--- src/rgps_pkg.sv ---
package rgps_pkg;

  // configuration port
  localparam int CFG_IDX_W  = 3;
  localparam int CFG_DATA_W = 48;

  localparam logic [CFG_IDX_W-1:0] CFG_CENTER_X      = 3'd0;
  localparam logic [CFG_IDX_W-1:0] CFG_CENTER_Y      = 3'd1;
  localparam logic [CFG_IDX_W-1:0] CFG_INV_RADIUS_SQ = 3'd2;
  localparam logic [CFG_IDX_W-1:0] CFG_COLOR_START   = 3'd3;
  localparam logic [CFG_IDX_W-1:0] CFG_COLOR_END     = 3'd4;

  localparam int CENTER_W = 18;
  localparam int INV_W    = 48;
  localparam int INV_HALF = 24;
  localparam int PIXEL_W  = 32;
  localparam int RGB_W    = 24;
  localparam int CHAN_W   = 8;

  // ratio in Q0.16 with room for exactly 1.0
  localparam int RATIO_W  = 17;
  localparam int FRAC_LSB = 40;
  localparam int SAT_BIT  = 56;
  localparam logic [RATIO_W-1:0] ONE_Q16 = 17'h10000;

  // pipeline depth from request to result register
  localparam int STAGES = 7;

  typedef logic [RATIO_W-1:0] ratio_t;
  typedef logic [CHAN_W-1:0]  chan_t;

endpackage

--- src/rgps_blend.sv ---
module rgps_blend (
  input  rgps_pkg::chan_t  s,
  input  rgps_pkg::chan_t  e,
  input  rgps_pkg::ratio_t ratio,
  output rgps_pkg::chan_t  c
);
  localparam int PW = rgps_pkg::CHAN_W + rgps_pkg::RATIO_W;

  logic [PW-1:0] ps;
  logic [PW-1:0] pe;
  logic [PW-1:0] sum;

  // s*(1-t) + e*t never exceeds 255 * 2^16
  assign ps  = PW'(s) * PW'(rgps_pkg::ONE_Q16 - ratio);
  assign pe  = PW'(e) * PW'(ratio);
  assign sum = ps + pe;
  assign c   = sum[16 +: rgps_pkg::CHAN_W];
endmodule

--- config.mk ---
export PLATFORM = sky130hd
export DESIGN_NAME = rgps_blend
export DESIGN_NICKNAME = d
export VERILOG_FILES = /design/src/rgps_pkg.sv /design/src/rgps_blend.sv
export SDC_FILE = /design/constraint.sdc
export NUM_CORES = 1
export LEC_CHECK = 0
export BUFFER_PORTS_ARGS = -buffer_cell sky130_fd_sc_hd__buf_2
export CORE_MARGIN = 4
export CORE_UTILIZATION = 45
export DETAILED_ROUTE_END_ITERATION = 10
export PLACE_DENSITY = 0.69
export SETUP_SLACK_MARGIN = 0.15
export SYNTH_ARGS = -nofsm -noshare
export SYNTH_HDL_FRONTEND = slang
export SYNTH_SLANG_ARGS = --single-unit
--- constraint.sdc ---
create_clock -name vclk -period 10.9
set_clock_uncertainty 0.1 [all_clocks]
set_input_delay 0.545 -clock vclk [all_inputs]
set_output_delay 0.545 -clock vclk [all_outputs]
set_load 0.05 [all_outputs]
After elaboration in Yosys (flattened, before gate mapping) --
Index checks and enable logic that the tools add are counted.
Word-level totals: bits in registers 0, bits of input ports 33, output and inout bits 8, word-level logic and storage cells 4
Operators by class: add/subtract/negate cells 2, multiply operators 2
Operators with widths (number):
- adder 24 bit | 1
- multiplier 8 x 17 -> 24 bit | 1
- multiplier 9 x 18 -> 24 bit | 1
- subtractor 17 x 17 -> 18 bit, first input constant | 1

Longest topological paths before layout --
word-level depth 3, depth in mapped cells 26, depth with buffers taken out 25

Worst setup path after synthesis --
OpenSTA, ideal clock, no wires.
kind input-to-output, from input port ratio[5], to output port c[5], data arrival time 7200 ps, data required time 10255 ps, slack 3055 ps, cell stages on the path 23, buffers on the path 0, cell sequence or4_4 nor3_4 nand2_2 nor4b_4 xnor2_1 and2_1 fa_1 inv_1 fa_1 fa_1 inv_1 fa_1 fa_1 inv_1 fa_1 inv_1 ha_1 or2_2 a21oi_1 a21oi_1 a211oi_1 o21bai_1 xnor2_1
On the way: word-level cells in the longest chain between the ends 3, elaborated cells between the ends (all ways) 4, classes of those cells 2 x add/sub; 2 x mul
Ends and longest elaborated chain:
- start: declaration | line rgps_blend.sv:4 | input rgps_pkg::ratio_t ratio,
- subtractor 17 x 17 -> 18 bit | line rgps_blend.sv:14 | assign ps = PW'(s) * PW'(rgps_pkg::ONE_Q16 - ratio);
- multiplier 9 x 18 -> 24 bit | line rgps_blend.sv:14
- adder 24 bit * | line rgps_blend.sv:16 | assign sum = ps + pe;
- end: declaration | line rgps_blend.sv:5 | output rgps_pkg::chan_t c
Every way passes the cells marked *; elsewhere a longest branch is shown, timed or not.

Final worst setup path --
from input port ratio[0], to output port c[6]
Same word-level chain as after synthesis.

==> summary.md <==
| Metric | Value |
|---|---|
| Outcome | finished, final reports clean |
| Synth area leader | fa_1 |
| I/O Buffers | 41 |
| Sequential fraction of the synthesis area | 0% |
| Gr usage total | 18.3% |
| Post-layout net count | 1400 |
| ANT nets after route | 0 |
| Synth Area per Inst | 8.81 sq um |
| Setup Fix Bufs, Post-CTS | 0 |
| Gpl congestion | 0.840 |
| Most frequent cells after synthesis | 315 x inv_1, 234 x fa_1, 181 x and2_1 |
| Unique cell type count in the Yosys netlist | a little over 40 |
| Crit-path max FO | 18 |
| FFs & Latches | 0 |
| Drt first pass iters | 4 |
| Dpl hpwl | 17.1 mm |
| Largest net degree at the start of global routing | 20 |
| Crit path DAT | roughly 7.7 ns |
| CP endpoint kind | primary output |
| Proportion of layout cells with a drive suffix above 1 | 4.91% |
| Core box area | 0.0202 sq mm |
| Crit Path Category | primary input to primary output |
| Crit path launch type | primary input |
| Vias | 6492 |
| Relative slew slack | between 40% and 50% |
| Initial Util | between 40% and 50% |
| Drt total wl | 19.5 mm |
| Slew Viols, Final | 0 |
| Overflow after GRT | 0 |
| MaxCap Viol Count | 0 |
| Multi-input gate area | 0.00796 sq mm |
| Total Die Area | 0.0230 sq mm |
| Util after Layout | 47.8% |
| Num ports | 41 |
| Antenna Cells | 0 |
| Share of the synthesized area in the top cell type | 50.5% |
| FP Rows | 52 |
| Final count of negative-setup-slack endpoints | 0 |
| CP required | 10.26 ns |
| Slew @ Worst Pin | 0.785 ns |
| Period Utilization, post-route | 76.4% |
| Yosys warns | 0 |
| Initial drt markers | 234 |
| Die Wd | between 150 and 200 um |
| Final hold violations | 0 |
| Syn_nets | 1393 |
| # resized after CTS | 0 |
| FF+latch area | 0 sq um |
| Unrepaired setup endpoints after global routing | no |
| Area Growth Syn to Fin | 4.37% |
| Number of remaining DRC errors | 0 |
| Vias in the first global route | 6908 |
| Die height | 152 um |
| Initial antenna violation count | 0 |
| TNS Setup | 0 ns |
| Mapped cell area | between 0.009 and 0.01 sq mm |
| Global-route wire length before repair | 33.8 mm |
| Vias/cell | between 4 and 5 |
| Tmin final | 8.33 ns |
| Worst Hold Class | primary input to primary output |
| Hold_buf cts | 0 |
| Most common cell in the netlist | inv_1 |
| Clock buffer cells | 0 |
| Mapped Cells | ~1100 |
| Synth top area cells | fa_1 50%, inv_1 13%, and2_1 12% |
| FILL cells | between 1500 and 2000 |
| F_max | 120 MHz |
| Hold Path Depth | 5 |
| Wire per inst | 14.7 um |
[worst paths after layout]
| check | from | endpoint | slack [ns] |
|---|---|---|---|
| worst max-delay path | ratio[0] | c[6] | 2.57 |
| worst min-delay path | s[7] | c[7] | 1.75 |
[through the flow]
stage / hold WS [ns] / area [sq um] / worst slack [ns] / cells
after global routing: 1.79 / 9680 / 2.33 / 1328
after CTS: 1.77 / 9680 / 2.57 / 1328
after detailed placement: 1.76 / 9680 / 2.58 / 1328
after floorplan: 1.48 / 9280 / 3.05 / 1053
final: 1.75 / 9680 / 2.57 / 1328
after global placement: 1.76 / 9680 / 2.72 / 1328
[worst max-delay path, stage by stage]
cell and delay [ns]:
buf_2 0.20, or4_4 0.61, nor2_2 0.16, nand2_2 0.12, nor4b_4 0.29, xnor2_1 0.26, and2_1 0.26, fa_1 0.53
inv_1 0.05, fa_1 0.49, fa_1 0.52, inv_1 0.06, fa_1 0.49, fa_1 0.49, inv_1 0.05, fa_1 0.48
inv_1 0.04, ha_1 0.32, or2_2 0.31, a21oi_1 0.15, a21oi_1 0.06, a211oi_1 0.52, nor2_1 0.12, a311o_1 0.36
buf_2 0.21
[area by class of cell]
class                           count  area share (%)
Multi-Input combinational cell    702            82.2
Inverter                          315            12.2
Tap cell                          270            3.49
Timing Repair Buffer               41            2.12
[cells by family after synthesis]
group,synth area share [%]
xor+xnor,3.67
buf+inv,14.2
compound gates,2.72
fa+ha+maj,60.3
simple gates,19.0
[per-layer routing]
metal	global-route usage (%)	vias to the layer above	wire, um
li1	-	2995	-
met1	23.1	3353	7800
met2	34.2	112	10600
met3	0.268	32	373
met4	5.88	0	807
met5	0	-	0
[cells in the final DEF (no fill, tap or decap), types with 9 or more instances in the layout]
cell and count:
inv_1 315, fa_1 234, and2_1 181, nand2_1 103
ha_1 73, buf_2 41, xnor2_1 27, a21oi_1 13
xor2_1 10, nor2_1 9
Power is left out: the tool's default activity adds up to more than one toggle a clock period on the data nets, which glitch-free logic cannot reach.
